[config.mk]
export PLATFORM = sky130hd
export DESIGN_NAME = srpg_div
export DESIGN_NICKNAME = d
export VERILOG_FILES = /design/src/rtl/srpg_pkg.sv /design/src/rtl/srpg_div.sv
export SDC_FILE = /design/constraint.sdc
export NUM_CORES = 1
export LEC_CHECK = 0
export ABC_CLOCK_PERIOD_IN_PS = 4500
export BUFFER_PORTS_ARGS = -buffer_cell sky130_fd_sc_hd__buf_2
export CAP_MARGIN = 20
export CORE_MARGIN = 2
export CORE_UTILIZATION = 24
export CTS_CLUSTER_DIAMETER = 150
export DETAILED_ROUTE_END_ITERATION = 7
export GPL_TIMING_DRIVEN = 0
export PLACE_DENSITY = 0.47
export SETUP_SLACK_MARGIN = 0.15
export SYNTH_ARGS = -nofsm -noshare
export SYNTH_HDL_FRONTEND = slang
export SYNTH_SLANG_ARGS = --single-unit
[constraint.sdc]
create_clock -name clk -period 4.5 [get_ports clk]
set_clock_uncertainty 0.15 [all_clocks]
set_input_delay 0 -clock clk [delete_from_list [all_inputs] [get_ports clk]]
set_output_delay 0 -clock clk [all_outputs]
set_load 0.01 [all_outputs]
[src/rtl/srpg_pkg.sv]
`timescale 1ns / 1ps
// ----------------------------------------------------------------------------
// srpg_pkg
// Shared constants, types and the arctangent table of the sphere point generator.
// ----------------------------------------------------------------------------
package srpg_pkg;

  localparam int MAX_DIVISIONS = 256;
  localparam int ANGLE_BITS    = 16;
  localparam int CORDIC_STEPS  = 24;
  localparam int STG_W         = $clog2(CORDIC_STEPS);
  localparam int CW            = 34;
  localparam int QW            = 31;
  localparam int FIELD_W       = 18;
  localparam int D_W           = 9;
  localparam int S_W           = 15;
  localparam int RAD_W         = S_W + 1;
  localparam int RC_W          = $clog2(MAX_DIVISIONS / 2) + 1;
  localparam int PC_W          = $clog2(2 * MAX_DIVISIONS) + 1;
  localparam int DIV_DW        = $clog2(2 * MAX_DIVISIONS) + 1;
  localparam int DIV_NW        = ANGLE_BITS + DIV_DW;
  localparam int CNT_W         = $clog2(DIV_NW + 1);
  localparam int PROD_W        = FIELD_W + QW;
  localparam int CFG_IDX_W     = 4;
  localparam int CFG_DAT_W     = 16;

  localparam logic [CFG_IDX_W-1:0] REG_DIVISION_COUNT = CFG_IDX_W'(0);
  localparam logic [CFG_IDX_W-1:0] REG_SPHERE_SIZE    = CFG_IDX_W'(1);

  localparam logic [D_W-1:0] DIV_COUNT_RESET = D_W'(20);
  localparam logic [S_W-1:0] SIZE_RESET      = S_W'(256);

  localparam logic signed [CW-1:0] CORDIC_GAIN = CW'(652032874);
  localparam logic [QW-1:0]        Q30_ONE     = QW'(1) << 30;

  typedef struct packed {
    logic                 vld;
    logic                 tag;
    logic [1:0]           quad;
    logic signed [CW-1:0] x;
    logic signed [CW-1:0] y;
    logic signed [CW-1:0] z;
  } crd_t;

  function automatic logic [31:0] atan_turn(input logic [STG_W-1:0] i);
    logic [31:0] v;
    case (i)
      5'd0:  v = 32'd536870912;
      5'd1:  v = 32'd316933406;
      5'd2:  v = 32'd167458907;
      5'd3:  v = 32'd85004757;
      5'd4:  v = 32'd42667331;
      5'd5:  v = 32'd21354465;
      5'd6:  v = 32'd10679839;
      5'd7:  v = 32'd5340245;
      5'd8:  v = 32'd2670163;
      5'd9:  v = 32'd1335087;
      5'd10: v = 32'd667544;
      5'd11: v = 32'd333772;
      5'd12: v = 32'd166886;
      5'd13: v = 32'd83443;
      5'd14: v = 32'd41722;
      5'd15: v = 32'd20861;
      5'd16: v = 32'd10430;
      5'd17: v = 32'd5215;
      5'd18: v = 32'd2608;
      5'd19: v = 32'd1304;
      5'd20: v = 32'd652;
      5'd21: v = 32'd326;
      5'd22: v = 32'd163;
      5'd23: v = 32'd81;
      default: v = 32'd0;
    endcase
    return v;
  endfunction

endpackage

[src/rtl/srpg_div.sv]
`timescale 1ns / 1ps
// ----------------------------------------------------------------------------
// srpg_div
// Restoring divider, one quotient bit per cycle.
// ----------------------------------------------------------------------------
module srpg_div (
  input  logic                          clk,
  input  logic                          rst_n,
  input  logic                          start,
  input  logic [srpg_pkg::DIV_NW-1:0]   num,
  input  logic [srpg_pkg::DIV_DW-1:0]   den,
  output logic                          done,
  output logic [srpg_pkg::DIV_NW-1:0]   quo
);
  logic                          busy_r;
  logic                          done_r;
  logic [srpg_pkg::CNT_W-1:0]    cnt_r;
  logic [srpg_pkg::DIV_NW-1:0]   num_r;
  logic [srpg_pkg::DIV_NW-1:0]   quo_r;
  logic [srpg_pkg::DIV_DW-1:0]   den_r;
  logic [srpg_pkg::DIV_DW-1:0]   rem_r;
  logic [srpg_pkg::DIV_DW:0]     trial;
  logic                          qbit;
  logic [srpg_pkg::DIV_DW-1:0]   rem_nxt;

  always_comb begin
    trial   = {rem_r, num_r[srpg_pkg::DIV_NW-1]};
    qbit    = (trial >= {1'b0, den_r});
    rem_nxt = qbit ? srpg_pkg::DIV_DW'(trial - {1'b0, den_r})
                   : trial[srpg_pkg::DIV_DW-1:0];
  end

  always_ff @(posedge clk) begin
    if (!rst_n) begin
      busy_r <= 1'b0;
      done_r <= 1'b0;
      cnt_r  <= '0;
    end else begin
      done_r <= 1'b0;
      if (start) begin
        busy_r <= 1'b1;
        cnt_r  <= srpg_pkg::CNT_W'(srpg_pkg::DIV_NW);
        num_r  <= num;
        den_r  <= den;
        rem_r  <= '0;
        quo_r  <= '0;
      end else if (busy_r) begin
        rem_r <= rem_nxt;
        num_r <= num_r << 1;
        quo_r <= {quo_r[srpg_pkg::DIV_NW-2:0], qbit};
        cnt_r <= cnt_r - 1'b1;
        if (cnt_r == srpg_pkg::CNT_W'(1)) begin
          busy_r <= 1'b0;
          done_r <= 1'b1;
        end
      end
    end
  end

  assign done = done_r;
  assign quo  = quo_r;
endmodule

## After elaboration in Yosys (flattened, before gate mapping)

Index checks and enable logic that the tools add are counted.

- Bits in registers: 79
- Bits of input ports: 39
- Output and inout bits: 27
- Word-level logic and storage cells: 30

- Add/sub/neg operators: 2
- Magnitude comparators: 1
- Eq/ne operators: 1
- Muxes and demuxes: 11
- Bitwise operators: 2
- Reduce and logical (&&, ||, !) cells: 5

Operators with widths:

| operator | number |
|---|---|
| $mux 26 | 3 |
| $mux 10 | 2 |
| $ge 11x10->1 | 1 |
| $mux 5 | 2 |
| $sub 10x10->10 | 1 |
| $eq 5x1->1 const B | 1 |
| $sub 5x1->5 const B | 1 |
| $mux 1 | 4 |
| $reduce_and 2->1 | 2 |
| $reduce_or 3->1 | 1 |
| $not 1->1 | 2 |
| $reduce_bool 2->1 | 1 |
| $reduce_or 2->1 | 1 |

## Depth between registers and ports, before layout

- Depth in word-level cells: 4
- Depth in mapped cells: 10
- Mapped depth without buffers: 10

## Worst setup path after synthesis

OpenSTA, ideal clock, no wires.

- Path kind: input port to flip-flop
- Start: in start
- End: reg num_r[0] in the netlist's numbering, enable pin
- Setup time: 0.425 ns
- Data arrival time: 1.989 ns
- Required time: 3.925 ns
- Path slack: 1.936 ns
- Cell stages on the path: 3
- Path buffers: 2
- Cells stage by stage: clkbuf_1 > buf_1 > o21a_1

- Longest elaborated chain between the ends: 2

RTL lines:

| element | RTL line | text |
|---|---|---|
| from (decl) | srpg_div.sv:9 | `input logic start,` |
| $reduce_bool 2->1 (no line) | -- |  |
| $reduce_and 2->1 (no line) | -- |  |
| to (signal assigned) | srpg_div.sv:43 | `num_r <= num;` |
| to (signal assigned) | srpg_div.sv:49 | `num_r <= num_r << 1;` |
| to (decl) | srpg_div.sv:18 | `logic [srpg_pkg::DIV_NW-1:0] num_r;` |

No other way between the ends.
A chain may end at the register's enable or synchronous reset.

## Worst setup path after layout

- Start: reg num_r[25] in the netlist's numbering
- End: reg rem_r[8] in the netlist's numbering (data pin)

- Longest elaborated chain between the ends: 3
- Elaborated cells between the ends (all ways): 4

RTL lines:

| element | RTL line | text |
|---|---|---|
| $sub 10x10->10 / $ge 11x10->1 (equally long branches) | srpg_div.sv:29, srpg_div.sv:28 |  |
| $mux 10 * | srpg_div.sv:29 | `rem_nxt = qbit ? srpg_pkg::DIV_DW'(trial - {1'b0, den_r})` |
| $mux 10 * | srpg_div.sv:47 | `end else if (busy_r) begin` |
| to (signal assigned) | srpg_div.sv:48 | `rem_r <= rem_nxt;` |
| to (decl) | srpg_div.sv:21 | `logic [srpg_pkg::DIV_DW-1:0] rem_r;` |

Every way passes the cells marked *; elsewhere a longest branch is shown, timed or not. The select of a mux whose other input is x is not followed.

==> flow_summary.html <==
<table>
<tr><th>Metric</th><th>Value</th></tr>
<tr><th colspan="2">Layout</th></tr>
<tr><td>Number of diodes added for antenna fixing</td><td>0</td></tr>
<tr><td>Finished Core Util</td><td>33.14%</td></tr>
<tr><td>Leading cell type in the layout, fill and taps excluded</td><td>sky130_fd_sc_hd__edfxtp_1</td></tr>
<tr><td>Multi-input logic area</td><td>0.001240 mm²</td></tr>
<tr><td>Fraction of layout instances using a drive strength above 1</td><td>29.52%</td></tr>
<tr><td>Number of nets in the layout</td><td>423</td></tr>
<tr><td>Most frequent cells in the layout</td><td>sky130_fd_sc_hd__edfxtp_1 (72), sky130_fd_sc_hd__buf_2 (64), sky130_fd_sc_hd__dlygate4sd3_1 (37)</td></tr>
<tr><td>Syn-to-layout area delta</td><td>33.48%</td></tr>
<tr><td>Final-layout fill cell count</td><td>1458</td></tr>
<tr><td>Reg area</td><td>0.002302 mm²</td></tr>
<tr><th colspan="2">Timing</th></tr>
<tr><td>Slew at the pin closest to its max-slew limit</td><td>0.9121 ns</td></tr>
<tr><td>Setup violators final</td><td>0</td></tr>
<tr><td>Fmax</td><td>0.3783 GHz</td></tr>
<tr><td>Minimum clock period after layout</td><td>2.644 ns</td></tr>
<tr><td>RSZ-0062 raised after global routing</td><td>no</td></tr>
<tr><td>Final-report max-slew violation count</td><td>0</td></tr>
<tr><td>Hold Violations, Final</td><td>0</td></tr>
<tr><td>Relative slew margins</td><td>39.19%</td></tr>
<tr><td>Setup_tns</td><td>0 ns</td></tr>
<tr><td>Period utilization</td><td>58.75%</td></tr>
<tr><th colspan="2">Synth</th></tr>
<tr><td>Number of enable flip-flop cells after synthesis</td><td>72</td></tr>
<tr><td>Sequential element share of the synthesized area</td><td>63.32%</td></tr>
<tr><td>Compound-cell area share of the yosys netlist</td><td>6.813%</td></tr>
<tr><td>Post-synthesis adder-cell area fraction</td><td>4.680%</td></tr>
<tr><td>Gate Count Post-Synth</td><td>259</td></tr>
<tr><td>Dominant cells by area after synthesis</td><td>sky130_fd_sc_hd__edfxtp_1 (59%), sky130_fd_sc_hd__mux2_2 (7.7%), sky130_fd_sc_hd__nor2b_1 (4.5%)</td></tr>
<tr><td>Main synth FF type</td><td>sky130_fd_sc_hd__edfxtp_1</td></tr>
<tr><td>Synthesis-stage register bit count</td><td>79</td></tr>
<tr><td>Area share of the leading cell type in the synthesized netlist</td><td>59.46%</td></tr>
<tr><td>Multiplexer area fraction after synthesis</td><td>9.945%</td></tr>
<tr><td>Warnings, synthesis</td><td>0</td></tr>
<tr><td>XOR/XNOR share of the synthesized area</td><td>2.409%</td></tr>
<tr><td>Top cell type by total area after synthesis</td><td>sky130_fd_sc_hd__edfxtp_1</td></tr>
<tr><td>Post-Synth Simple-Gate Area</td><td>10.05%</td></tr>
<tr><td>Count of cell types in the netlist</td><td>39</td></tr>
<tr><td>Summed instance area of the synthesized netlist</td><td>0.003636 mm²</td></tr>
<tr><td>Dominant combinational cell family by area after synthesis</td><td>simple AND/OR/NAND/NOR gates</td></tr>
<tr><td>Asr flop ratio synth</td><td>0%</td></tr>
<tr><td>Post-synth net total</td><td>311</td></tr>
<tr><td>Synthesized area per cell</td><td>14.04 µm²</td></tr>
<tr><th colspan="2">Global route</th></tr>
<tr><td>Number of antenna violations at the first check in global routing</td><td>0</td></tr>
<tr><td>Most heavily used metal layer in global routing</td><td>met2</td></tr>
<tr><td>Met3 Usage GRT</td><td>3.141%</td></tr>
<tr><td>Met1 routing resource usage after global routing</td><td>12.23%</td></tr>
<tr><td>Pin count of the biggest net entering global routing</td><td>64</td></tr>
<tr><td>Total routing resource utilization after global routing</td><td>9.776%</td></tr>
<tr><td>Wire length of the first global-routing pass</td><td>12100 µm</td></tr>
<tr><td>Remaining global-route overflow</td><td>0</td></tr>
<tr><td>Number of global-route vias before repair</td><td>2363</td></tr>
<tr><td>Met2 routing resource usage after global routing</td><td>15.34%</td></tr>
<tr><th colspan="2">Setup path</th></tr>
<tr><td>Required time reported for the critical path endpoint</td><td>4.42 ns</td></tr>
<tr><td>Category of the most critical setup path</td><td>reg2reg</td></tr>
<tr><td>Endpoint class of the critical path</td><td>flop</td></tr>
<tr><td>Crit path arrival time</td><td>2.57 ns</td></tr>
<tr><td>Crit-path max FO</td><td>3</td></tr>
<tr><td>Category of the worst setup path launch point</td><td>flop</td></tr>
<tr><th colspan="2">Status</th></tr>
<tr><td>Outcome</td><td>complete, no violations</td></tr>
<tr><th colspan="2">Clocking</th></tr>
<tr><td>Latest clock arrival within the worst-skew pair</td><td>0.34 ns</td></tr>
<tr><td>Post-cts sizing count</td><td>0</td></tr>
<tr><td>CTS tree</td><td>built</td></tr>
<tr><td>Deepest clock path buffer count</td><td>2</td></tr>
<tr><td>Sinks on Clock Net</td><td>79</td></tr>
<tr><td>Level count of the clock H-tree</td><td>3</td></tr>
<tr><td>Cts bufs inserted</td><td>9</td></tr>
<tr><td>Clock Root Buffer</td><td>sky130_fd_sc_hd__clkbuf_16</td></tr>
<tr><td>Post-CTS clock slew at the launch and capture registers of the worst setup and hold paths</td><td>0.06 ns</td></tr>
<tr><th colspan="2">Power and ir drop</th></tr>
<tr><td>Power per cell area</td><td>398.0 mW/mm²</td></tr>
<tr><td>Worst voltage drop across the vdd grid</td><td>0.0001614 V</td></tr>
<tr><td>Leakage dissipation</td><td>1.904 nW</td></tr>
<tr><th colspan="2">Floorplanning</th></tr>
<tr><td>Overall die width</td><td>127.1 µm</td></tr>
<tr><td>Die outline area</td><td>0.01615 mm²</td></tr>
<tr><td>Die height</td><td>127.1 µm</td></tr>
<tr><td>Number of placement rows</td><td>44</td></tr>
<tr><td>Initial Util</td><td>24.83%</td></tr>
<tr><td>Total I/O pin count</td><td>66</td></tr>
<tr><td>CORE AREA</td><td>0.01464 mm²</td></tr>
<tr><th colspan="2">Job</th></tr>
<tr><td>Max-Cap Viols</td><td>0</td></tr>
<tr><th colspan="2">Drt</th></tr>
<tr><td>DRC Markers</td><td>0</td></tr>
<tr><td>Wirelength per Cell</td><td>13.37 µm</td></tr>
<tr><td>DRC marker count from the first detailed-route iteration</td><td>122</td></tr>
<tr><td>Final wirelength</td><td>7489 µm</td></tr>
<tr><td>DRT antenna net count</td><td>0</td></tr>
<tr><td>Vias</td><td>2323</td></tr>
<tr><td>First-pass iteration count of the detailed router</td><td>4</td></tr>
<tr><td>Post-DR vias/cell</td><td>4.148</td></tr>
<tr><th colspan="2">Placement</th></tr>
<tr><td>Number of input and output port buffers inserted</td><td>64</td></tr>
<tr><td>Global placement routability congestion</td><td>0.7776</td></tr>
<tr><td>Detailed placer's ending HPWL</td><td>4984 µm</td></tr>
<tr><th colspan="2">Worst hold path</th></tr>
<tr><td>Classification of the worst-slack hold path</td><td>in2reg</td></tr>
</table>
Yosys cell counts (all sizes together) (2+ instances only):
cell,instances
nor3,3
ha,12
nand4,2
clkbuf,6
nor2,23
nor4b,2
buf,3
xor2,4
xnor2,6
edfxtp,72
mux2,25
inv,16
a31oi,2
nor2b,26
o21ai,2
a21oi,7
nand2b,3
a211oi,5
nand2,6
mux2i,8
a21o,3
o21a,4
dfxtp,7
metrics by stage:
step                      worst slack (ns)  total power, W  hold WS [ns]  instance area (µm²)  std cells
after global placement              0.8516        0.001195       0.03091                 4187        507
final                                1.856        0.001931        0.1762                 4853        560
after floorplan                      1.936        0.001116      -0.05113                 3636        259
after detailed placement             1.834        0.001199       0.02914                 4194        507
after global routing                 1.602        0.002035        0.2112                 4853        560
after CTS                            1.821        0.001964        0.1784                 4853        560
registers in the layout, indices dropped and copies added (netlist names):
| name | flops |
|---|---|
| den_r | 10 |
| cnt_r | 5 |
| done | 1 |
| busy_r | 1 |
| rem_r | 10 |
| num_r | 26 |
| quo | 26 |
worst max-delay path, cell delays in order (launching register included):
cell                       delay [ns]
sky130_fd_sc_hd__edfxtp_1        0.37
sky130_fd_sc_hd__inv_1           0.09
sky130_fd_sc_hd__ha_1            0.16
sky130_fd_sc_hd__inv_1           0.05
sky130_fd_sc_hd__fa_1            0.43
sky130_fd_sc_hd__a211oi_1        0.33
sky130_fd_sc_hd__nor2_1          0.11
sky130_fd_sc_hd__o41ai_1         0.39
sky130_fd_sc_hd__xnor2_1         0.12
sky130_fd_sc_hd__mux2i_1         0.14
sky130_fd_sc_hd__nor2_1          0.05
worst paths after layout:
path         slack, ns         to       from  cells after the start
max               1.86   rem_r[8]  num_r[25]                     10
min               0.18    quo[15]      start                      3
max reg2reg       1.86   rem_r[8]  num_r[25]                     10
min reg2reg       0.40  num_r[24]  num_r[23]                      1
layer usage:
metal	routed length, µm	vias up	part of all wire, %
met3	312	10	4.2
li1	-	1165	-
met1	3525	1098	47
met4	138	0	1.8
met2	3514	50	47
met5	0	-	0
final cells by class:
class	instances	share of cell area, %
flip-flops and latches	79	47.43
clock inverters	6	1.237
clock buffers	10	4.718
plain buffers	9	0.8507
repair buffers	101	14.23
well taps	184	4.743
inverters	16	1.237
multi-input cells	155	25.55
repair_timing:
| action | in CTS | in global routing |
|---|---|---|
| hold buffers | 37 | 0 |
| hold endpoints to repair | 43 | 0 |
| setup buffers | 0 | 0 |
where the power goes:
part / internal (W) / switching (W) / leakage, nW
Combinational: 0.000153 / 0.000162 / 1.01
Sequential: 0.000867 / 0.0000227 / 0.752
Clock: 0.000428 / 0.000299 / 0.140
Total: 0.00145 / 0.000483 / 1.90
kinds of logic (layout without fill, tap and decap cells):
logic type      after synthesis  in the layout
flops                        79             79
compound gates               30             30
mux                          33             33
fa+ha+maj                    13             13
simple gates                 69             69
buf+inv                      25            142
xor+xnor                     10             10
(Power assumes the default switching activity.)
