**src/rtl/srpg_pkg.sv**
```systemverilog
`timescale 1ns / 1ps
// ----------------------------------------------------------------------------
// srpg_pkg
// Shared constants, types and the arctangent table of the sphere point generator.
// ----------------------------------------------------------------------------
package srpg_pkg;

  localparam int MAX_DIVISIONS = 256;
  localparam int ANGLE_BITS    = 16;
  localparam int CORDIC_STEPS  = 24;
  localparam int STG_W         = $clog2(CORDIC_STEPS);
  localparam int CW            = 34;
  localparam int QW            = 31;
  localparam int FIELD_W       = 18;
  localparam int D_W           = 9;
  localparam int S_W           = 15;
  localparam int RAD_W         = S_W + 1;
  localparam int RC_W          = $clog2(MAX_DIVISIONS / 2) + 1;
  localparam int PC_W          = $clog2(2 * MAX_DIVISIONS) + 1;
  localparam int DIV_DW        = $clog2(2 * MAX_DIVISIONS) + 1;
  localparam int DIV_NW        = ANGLE_BITS + DIV_DW;
  localparam int CNT_W         = $clog2(DIV_NW + 1);
  localparam int PROD_W        = FIELD_W + QW;
  localparam int CFG_IDX_W     = 4;
  localparam int CFG_DAT_W     = 16;

  localparam logic [CFG_IDX_W-1:0] REG_DIVISION_COUNT = CFG_IDX_W'(0);
  localparam logic [CFG_IDX_W-1:0] REG_SPHERE_SIZE    = CFG_IDX_W'(1);

  localparam logic [D_W-1:0] DIV_COUNT_RESET = D_W'(20);
  localparam logic [S_W-1:0] SIZE_RESET      = S_W'(256);

  localparam logic signed [CW-1:0] CORDIC_GAIN = CW'(652032874);
  localparam logic [QW-1:0]        Q30_ONE     = QW'(1) << 30;

  typedef struct packed {
    logic                 vld;
    logic                 tag;
    logic [1:0]           quad;
    logic signed [CW-1:0] x;
    logic signed [CW-1:0] y;
    logic signed [CW-1:0] z;
  } crd_t;

  function automatic logic [31:0] atan_turn(input logic [STG_W-1:0] i);
    logic [31:0] v;
    case (i)
      5'd0:  v = 32'd536870912;
      5'd1:  v = 32'd316933406;
      5'd2:  v = 32'd167458907;
      5'd3:  v = 32'd85004757;
      5'd4:  v = 32'd42667331;
      5'd5:  v = 32'd21354465;
      5'd6:  v = 32'd10679839;
      5'd7:  v = 32'd5340245;
      5'd8:  v = 32'd2670163;
      5'd9:  v = 32'd1335087;
      5'd10: v = 32'd667544;
      5'd11: v = 32'd333772;
      5'd12: v = 32'd166886;
      5'd13: v = 32'd83443;
      5'd14: v = 32'd41722;
      5'd15: v = 32'd20861;
      5'd16: v = 32'd10430;
      5'd17: v = 32'd5215;
      5'd18: v = 32'd2608;
      5'd19: v = 32'd1304;
      5'd20: v = 32'd652;
      5'd21: v = 32'd326;
      5'd22: v = 32'd163;
      5'd23: v = 32'd81;
      default: v = 32'd0;
    endcase
    return v;
  endfunction

endpackage

```
**src/rtl/srpg_cordic_cell.sv**
```systemverilog
`timescale 1ns / 1ps
// ----------------------------------------------------------------------------
// srpg_cordic_cell
// One registered rotation step of the sine and cosine chain.
// ----------------------------------------------------------------------------
module srpg_cordic_cell (
  input  logic                        clk,
  input  logic                        rst_n,
  input  logic [srpg_pkg::STG_W-1:0]  stage,
  input  srpg_pkg::crd_t              d_in,
  output srpg_pkg::crd_t              d_out
);
  srpg_pkg::crd_t                    q_r;
  srpg_pkg::crd_t                    q_nxt;
  logic signed [srpg_pkg::CW-1:0]    xi;
  logic signed [srpg_pkg::CW-1:0]    yi;
  logic signed [srpg_pkg::CW-1:0]    dx;
  logic signed [srpg_pkg::CW-1:0]    dy;
  logic signed [srpg_pkg::CW-1:0]    at;

  always_comb begin
    xi    = d_in.x;
    yi    = d_in.y;
    dx    = yi >>> stage;
    dy    = xi >>> stage;
    at    = signed'(srpg_pkg::CW'(srpg_pkg::atan_turn(stage)));
    q_nxt = d_in;
    if (!d_in.z[srpg_pkg::CW-1]) begin
      q_nxt.x = xi - dx;
      q_nxt.y = yi + dy;
      q_nxt.z = d_in.z - at;
    end else begin
      q_nxt.x = xi + dx;
      q_nxt.y = yi - dy;
      q_nxt.z = d_in.z + at;
    end
  end

  always_ff @(posedge clk) begin
    if (!rst_n) begin
      q_r <= '0;
    end else begin
      q_r <= q_nxt;
    end
  end

  assign d_out = q_r;
endmodule
```
**config.mk**
```make
export PLATFORM = sky130hd
export DESIGN_NAME = srpg_cordic_cell
export DESIGN_NICKNAME = d
export VERILOG_FILES = /design/src/rtl/srpg_pkg.sv /design/src/rtl/srpg_cordic_cell.sv
export SDC_FILE = /design/constraint.sdc
export NUM_CORES = 1
export LEC_CHECK = 0
export CORE_MARGIN = 2
export CORE_UTILIZATION = 55
export DETAILED_ROUTE_END_ITERATION = 10
export DONT_BUFFER_PORTS = 1
export MAX_ROUTING_LAYER = met4
export PLACE_DENSITY = 0.7
export SLEW_MARGIN = 25
export SYNTH_ARGS = -nofsm -noshare
export SYNTH_HDL_FRONTEND = slang
export SYNTH_SLANG_ARGS = --single-unit
```
**constraint.sdc**
```tcl
create_clock -name clk -period 14.85 [get_ports clk]
set_input_delay 2.2275 -clock clk [delete_from_list [all_inputs] [get_ports clk]]
set_output_delay 2.2275 -clock clk [all_outputs]
set_load 0.01 [all_outputs]
```
# --- After elaboration in Yosys (flattened, before gate mapping) ---
# Memories as Yosys holds them, arrays and structs flattened.
# Index checks and enable logic that the tools add are counted.
# Widths: inputs -> output; s select.
word_totals:
  ff_bits: 106
  rom_bits: 960
  in_bits: 113
  out_inout_bits: 106
  elab_cells: 16
  memories: 1
op_classes:
  addsub: 6
  n_shift: 2
  mux: 1
memory_table:
  columns: ["memory", "depth", "word_bits", "read_ports", "rd_ports_with_merged_regs", "write_ports", "line", "text"]
  rows:
  - ["(name not given)", 32, 30, 1, 0, 0, "srpg_pkg.sv:47", "case (i)"]
ops:
  columns: ["cell", "count"]
  rows:
  - ["$mux 102", 1]
  - ["$add 34x34->34", 2]
  - ["$sshr 34x5->34", 2]
  - ["$sub 34x34->34", 2]
  - ["$add 34x33->34", 1]
  - ["$sub 34x33->34", 1]

# --- Logic depth before layout (Yosys ltp) ---
# Gate-level depths: netlist of run 1.
depth:
  depth_word: 3
  depth_mapped: 28
  depth_no_buf: 21

# --- Worst setup path after synthesis of run 1 ---
# Ideal clock, no wire load.
synth_timing:
  path_type: "input to register"
  from: "input stage[4] in the netlist's numbering"
  to: "register q_r (netlist bit d_out[101])"
  setup_time_ns: 0.065
  arrival_ns: 7.778
  required_time_ns: 14.785
  setup_slack_ns: 7.007
  path_stages: 25
  path_buffers: 8
  path_cell_list: "clkbuf_1 -> buf_2 -> buf_2 -> buf_1 -> buf_1 -> buf_4 -> clkbuf_1 -> buf_1 -> nor2_1 -> nor2_1 -> ha_1 -> nand4_1 -> nor3_1 -> a21oi_1 -> xnor2_1 -> ha_1 -> a21oi_1 -> o21ai_0 -> a2111oi_0 -> a211oi_1 -> or3_1 -> a41o_1 -> o41ai_1 -> xnor3_1 -> nor2_1"
synth_via:
  elab_chain_len: 3
  word_cells_on_any_way: 4
  cone_classes: "2 x add/sub; 1 x shift; 1 x mux"
synth_rtl:
  columns: ["item", "line", "text"]
  rows:
  - ["start: declaration", "srpg_cordic_cell.sv:9", "input logic [srpg_pkg::STG_W-1:0] stage,"]
  - ["$sshr 34x5->34 *", "srpg_cordic_cell.sv:24", "dx = yi >>> stage;"]
  - ["$sub 34x34->34 or $add 34x34->34 (tied branches)", "srpg_cordic_cell.sv:29, srpg_cordic_cell.sv:33", null]
  - ["$mux 102 *", "srpg_cordic_cell.sv:28", "if (!d_in.z[srpg_pkg::CW-1]) begin"]
  - ["end signal: assignment", "srpg_cordic_cell.sv:43", "q_r <= q_nxt;"]
  - ["end: declaration", "srpg_cordic_cell.sv:13", "srpg_pkg::crd_t q_r;"]
# Every way passes the cells marked *; elsewhere a longest branch is shown, timed or not.
# A chain may end at the register's enable or synchronous reset.

# --- Worst setup path in the final report of run 1 ---
layout_timing:
  from: "input stage[0] in the netlist's numbering"
  to: "register q_r (netlist bit d_out[101])"
# Same word-level chain as after synthesis.

==> summary.md, run 1 <==
| Metric | Value |
|---|---|
| Final std cells w/o fill | `2,185` |
| Syn avg cell area | `8.08 um^2` |
| Outcome | `finished clean` |
| Cells after Synth | `1,896` |
| Share of cells above drive strength 1 | `7.87%` |
| Critical path endpoint category | `flip-flop` |
| Final #Nets | `2,027` |
| GRT Total Usage | `39.6%` |
| Via count | `15,292` |
| Initial core utilization | `55.4%` |
| Register area | `2120 um^2` |
| Initial DRC Count | `2,072` |
| CTS root buf | `clkbuf_16` |
| Minimum clock period | `8160 ps` |
| First-pass GRT wire length | `85,800 um` |
| Cts bufs inserted | `9` |
| Async S/R FF share, synth | `0%` |
| H-tree Lvls | `3` |
| Core area | `27,600 um^2` |
| Netlist cell types | `86` |
| Largest net degree at the start of global routing | `143` |
| Filler cell count | `2,653` |
| GPL Wtd Cong | `1.03` |
| Synth area leader | `dfxtp_1` |
| Startpoint Class | `input port` |
| Met3 Use GR | `9.67%` |
| Most used DFF post-synth | `dfxtp_1` |
| Post-synthesis cell area | `15,300 um^2` |
| Grt peak-use layer | `met2` |
| Crit-path max FO | `117` |
| Max-Cap Viols | `0` |
| Final TNS setup | `0 ps` |
| Clock-pin slew on the worst setup and hold paths | `80 ps` |
| Vias/cell | `7.00` |
| Placed cells | `2,168` |
| Die ar. | `29,200 um^2` |
| Hold wc startpoint | `rst_n` |
| Max reg flops | `106` |
| Synth-to-layout area growth | `1.53%` |
| Synth top area cells | `dfxtp_1 14%, ha_1 9.0%, mux4_2 8.5%` |
| Met2 Use GR | `59.3%` |
| Area occupied by multi-input gates | `12,400 um^2` |
| Total chip power | `1.44 mW` |
| Syn. warnings | `0` |
| Gr ovfl total | `0` |
| Sequential fraction of the synthesis area | `13.9%` |
| Final setup viols | `0` |
| Worst rel slew slack | `23.5%` |
| Final WL | `57,100 um` |
| Tcrit/Tclk final | `54.9%` |
| Hold buffers post-CTS | `0` |
| Max-slew violation count | `0` |
| Hold Crit Depth | `2` |
| Crit path DAT | `8460 ps` |
| Unrepaired setup endpoints after global routing | `false` |
| Final hold violation count | `0` |
| Cts repair resizes | `0` |
| Number of enable flip-flop cells after synthesis | `0` |
| Buffers on Ports | `0` |
| TritonCTS clock tree | `built` |
| Yosys reg bits | `106` |
| Lkg Pwr | `6.28 nW` |
| Fmax | `123 MHz` |
| Antenna viol nets, final | `0` |
| Critical path class | `input port to flip-flop` |
| Worst EP required | `15,160 ps` |
| Pre-CTS WS | `6460 ps` |
| Mapped Nets | `2,122` |
| Clk buf depth | `2` |
| Hold crit path type | `input port to flip-flop` |
| Met1 usage | `50.9%` |
| Top cell type's share of synthesized area | `13.9%` |
| WL/cell | `26.1 um` |
| Postcts setup bufs | `0` |
| Final Util | `56.3%` |
| Worst-Margin Slew | `1140 ps` |
| # DRC | `0` |
| Via count of the first global-routing pass | `14,007` |
| I/O pin cnt | `219` |
| Worst VDD drop | `80.8 uV` |
| Hold worst-path end | `d_out[62]` |
| Die width | `171 um` |
| Pwr dens | `92.7 nW/um^2` |
| CTS Sinks | `106` |
| Initial antenna violation count | `2` |
| Detailed Place HPWL | `43,500 um` |
| Die span in y | `171 um` |
| Final worst slack | `6690 ps` |
| First-pass DRT Iterations | `7` |
| FP Rows | `61` |
[area by class of cell]
cell class / instances / share of cell area [%]
timing repair buffer: 10 / 0.483
tap: 378 / 3.04
multi-input combinational: 1616 / 79.5
sequential: 106 / 13.6
inverter: 58 / 1.41
clock buffer: 10 / 1.47
clock inverter: 5 / 0.394
antenna: 2 / 0.0322
[synthesized netlist by cell type (19+ instances only)]
cell type / n
a211oi_1: 27
a21o_1: 44
a21oi_1: 153
a22oi_1: 19
a31oi_1: 34
and2_1: 34
buf_2: 26
clkbuf_1: 52
dfxtp_1: 106
ha_1: 110
inv_1: 56
mux2_2: 34
mux2i_1: 72
mux4_2: 58
nand2_1: 143
nand2b_1: 38
nand3_1: 34
nor2_1: 189
nor2b_1: 25
nor3_1: 44
o21a_1: 24
o21ai_0: 95
xnor2_1: 87
xor2_1: 65
[worst max-delay path: stages]
cell	delay, ps
clkinv_1	580
a2bb2oi_1	340
o221a_2	310
a211oi_1	670
nand4b_1	310
nor3_1	560
a31oi_1	180
xor2_1	200
ha_1	390
a21oi_1	310
o21ai_0	140
a221oi_1	580
nor2_1	70
or3_1	420
a41o_1	270
o41ai_1	290
xnor3_1	460
nor2_1	80
[where the power goes]
group / total [mW] / switching, mW / leakage, nW / internal, mW
logic: 0.774 / 0.449 / 5.25 / 0.325
clock network: 0.251 / 0.119 / 0.144 / 0.132
registers: 0.416 / 0.0616 / 0.884 / 0.355
total: 1.44 / 0.630 / 6.28 / 0.811
[layer usage]
layer | part of all wire, % | up-vias
li1 | - | 6914
met1 | 41 | 7273
met2 | 44 | 944
met3 | 11 | 161
met4 | 4.7 | 0
met5 | 0 | -
[cells in the final DEF (no fill, tap or decap), types with 9 or more instances in the layout]
cell,Yosys,final
and2_1,34,34
a21o_1,44,44
mux2i_1,72,72
dfxtp_1,106,106
buf_4,17,10
nor2b_1,25,24
mux4_2,58,58
o211ai_1,18,18
nand4_1,11,11
o21a_1,24,24
xor2_1,65,65
o21ai_0,95,95
a31oi_1,34,34
a21oi_1,153,153
nand2b_1,38,38
o21bai_1,15,15
or2_2,9,9
a22oi_1,19,19
nor3_1,44,44
ha_1,110,110
a221oi_1,10,10
and3_1,16,16
nor4_1,12,12
nand3_1,34,34
mux4_1,17,17
clkbuf_16,0,9
or3_1,9,9
mux2_2,34,34
nor3b_1,10,10
nand2_1,143,143
nor2_1,189,189
inv_1,56,55
xnor2_1,87,87
a211oi_1,27,27
o22ai_1,12,12
o31ai_1,10,10
[cell families after synthesis]
family	count (synthesis)	synth area share, %
AOI/OAI and AO/OA	557	24.0
xor gates and xnor gates	153	8.84
adders and majority gates	113	9.38
buffers and inverters	174	5.43
DFF	106	13.9
muxes	182	18.8
and+or+nand+nor	611	19.6
[worst max path at each step]
| stage | from | endpoint | slack [ps] | depth (start not counted) |
|---|---|---|---|---|
| after floorplan | stage[4] | d_out[101] | 7010 | 25 |
| after global placement | stage[0] | d_out[101] | 6610 | 18 |
| after detailed placement | stage[0] | d_out[101] | 6460 | 18 |
| after CTS | stage[0] | d_out[101] | 6840 | 18 |
| after global routing | stage[0] | d_out[101] | 6320 | 18 |
| final | stage[0] | d_out[101] | 6690 | 18 |
[stage by stage]
stage | instance area [um^2] | hold slack [ps]
5_1_grt | 15500 | 1980
4_1_cts | 15500 | 1960
6_report | 15500 | 1980
3_5_place_dp | 15300 | 2360
3_3_place_gp | 15300 | 2360
2_1_floorplan | 15300 | 2350
(Power assumes the default switching activity.)
==> run 2: changes to the inputs <==
PLACE_DENSITY = 0.73   (was 0.7)
clock period = 7 ns   (was 14.85 ns; I/O delays follow)
==> summary.md, run 2 (same netlist as run 1, synthesis figures left out) <==
| Metric | Value |
|---|---|
| WL/cell | `25.4 um` |
| Pre-CTS WS | `507 ps` |
| Hold wc startpoint | `rst_n` |
| Synth-to-layout area growth | `3.45%` |
| First-pass DRT Iterations | `6` |
| Initial antenna violation count | `1` |
| Antenna viol nets, final | `0` |
| Core area | `27,600 um^2` |
| Placed instance area | `15,500 um^2` |
| GPL Wtd Cong | `1.04` |
| Clock network power share | `17.4%` |
| Max-slew violation count | `0` |
| Critical path endpoint category | `flip-flop` |
| Commonest cells after routing, fill and taps aside | `189 x nor2_1, 153 x a21oi_1, 143 x nand2_1` |
| CTS root buf | `clkbuf_16` |
| Final setup viols | `0` |
| Max-Cap Viols | `0` |
| Unrepaired setup endpoints after global routing | `false` |
| Die span in y | `171 um` |
| Tcrit/Tclk final | `91.7%` |
| Buffers on Ports | `0` |
| Clock-pin slew on the worst setup and hold paths | `90 ps` |
| Final TNS setup | `0 ps` |
| Cts bufs inserted | `9` |
| Postcts setup bufs | `0` |
| Crit-path max FO | `117` |
| Die ar. | `29,200 um^2` |
| Worst rel slew slack | `41.5%` |
| Worst path depth | `19` |
| GRT Total Usage | `38.9%` |
| Initial DRC Count | `1,794` |
| Sw frac | `43.7%` |
| Hold Crit Depth | `2` |
| Critical path class | `input port to flip-flop` |
| Die width | `171 um` |
| Int Pwr | `1.75 mW` |
| Max reg flops | `106` |
| Share of cells above drive strength 1 | `9.81%` |
| TritonCTS clock tree | `built` |
| Initial core utilization | `55.4%` |
| WP buf/inv | `1` |
| CTS Sinks | `106` |
| Final worst slack | `582 ps` |
| Minimum clock period | `6420 ps` |
| Most common cell after layout, fill and taps aside | `nor2_1` |
| Hold crit path type | `input port to flip-flop` |
| Lkg Pwr | `6.47 nW` |
| Cts repair resizes | `0` |
| First-pass GRT wire length | `84,500 um` |
| I/O pin cnt | `219` |
| Hold worst-path end | `d_out[65]` |
| Combinational group share of total power | `54.1%` |
| Via count of the first global-routing pass | `14,184` |
| Vias/cell | `6.89` |
| Worst-Margin Slew | `874 ps` |
| Gr ovfl total | `0` |
| Final std cells w/o fill | `2,224` |
| Crit path cell chain | `mux4_2 -> mux2i_1 -> o22ai_1 -> a211oi_1 -> nand4b_1 -> nor3_1 -> buf_4 -> a31oi_1 -> xor2_1 -> ha_1 -> a21oi_1 -> o21ai_0 -> a221oi_1 -> nor2_1 -> or3_1 -> a41o_1 -> o41ai_1 -> xnor3_1 -> nor2_1` |
| FP Rows | `61` |
| Filler cell count | `2,610` |
| Via count | `15,324` |
| H-tree Lvls | `3` |
| Pwr dens | `196 nW/um^2` |
| Fmax | `156 MHz` |
| CP max stage delay | `640 ps` |
| Final WL | `56,400 um` |
| # DRC | `0` |
| Final hold violation count | `0` |
| CP max stage cell | `a221oi_1` |
| Most common cell on crit path | `nor2_1` |
| Final #Nets | `2,067` |
| Worst VDD drop | `149 uV` |
| Post-Layout Inst Area | `15,800 um^2` |
| Worst EP required | `7320 ps` |
| Crit path DAT | `6740 ps` |
| Startpoint Class | `input port` |
| Sequential share of power | `28.5%` |
| Detailed Place HPWL | `43,700 um` |
| Placed cells | `2,208` |
| Hold buffers post-CTS | `0` |
| P_sw | `1.36 mW` |
| Largest net degree at the start of global routing | `143` |
| Worst path top cell family by delay | `compound AO/OA/AOI/OAI gates` |
| Clk buf depth | `2` |
| Outcome | `finished clean` |
[run 2: power groups by stage]
| stage | registers, mW | logic, mW | clock network [mW] |
|---|---|---|---|
| 2_1_floorplan | 0.877 | 1.31 | 0 |
| 3_3_place_gp | 0.899 | 1.62 | 0 |
| 3_5_place_dp | 0.898 | 1.63 | 0 |
| 4_1_cts | 0.887 | 1.64 | 0.556 |
| 5_1_grt | 0.900 | 1.84 | 0.572 |
| 6_report | 0.884 | 1.68 | 0.541 |
[run 2: through the flow]
stage	hold WS, ps	total power [mW]	util, %
2_1_floorplan	1180	2.18	-
3_3_place_gp	1180	2.51	56.3
3_5_place_dp	1180	2.53	56.3
4_1_cts	781	3.09	57.3
5_1_grt	798	3.31	57.3
6_report	785	3.10	57.3
[run 2: per-layer routing]
layer,up-vias,GRT usage (%),wire length (um)
met2,907,57.8,24900
met5,-,-,0
met3,139,10.9,6280
met4,0,16.6,2500
met1,7274,49.7,22800
li1,7004,-,-
[run 2: cell type report]
class	instances	area [um^2]	area share, %
repair buffers	50	375	2.37
clock inverters	5	61.3	0.387
clock buffers	10	229	1.45
well taps	378	473	2.99
flip-flops and latches	106	2120	13.4
inverters	58	218	1.37
multi-input cells	1616	12400	78.0
diodes	1	2.50	0.0158
[run 2: worst max path at each step]
stage,endpoint,slack [ps],start
after floorplan,d_out[101],330,stage[4]
after global placement,d_out[101],460,stage[0]
after detailed placement,d_out[101],510,stage[0]
after CTS,d_out[101],890,stage[0]
after global routing,d_out[101],260,stage[0]
final,d_out[101],580,stage[0]
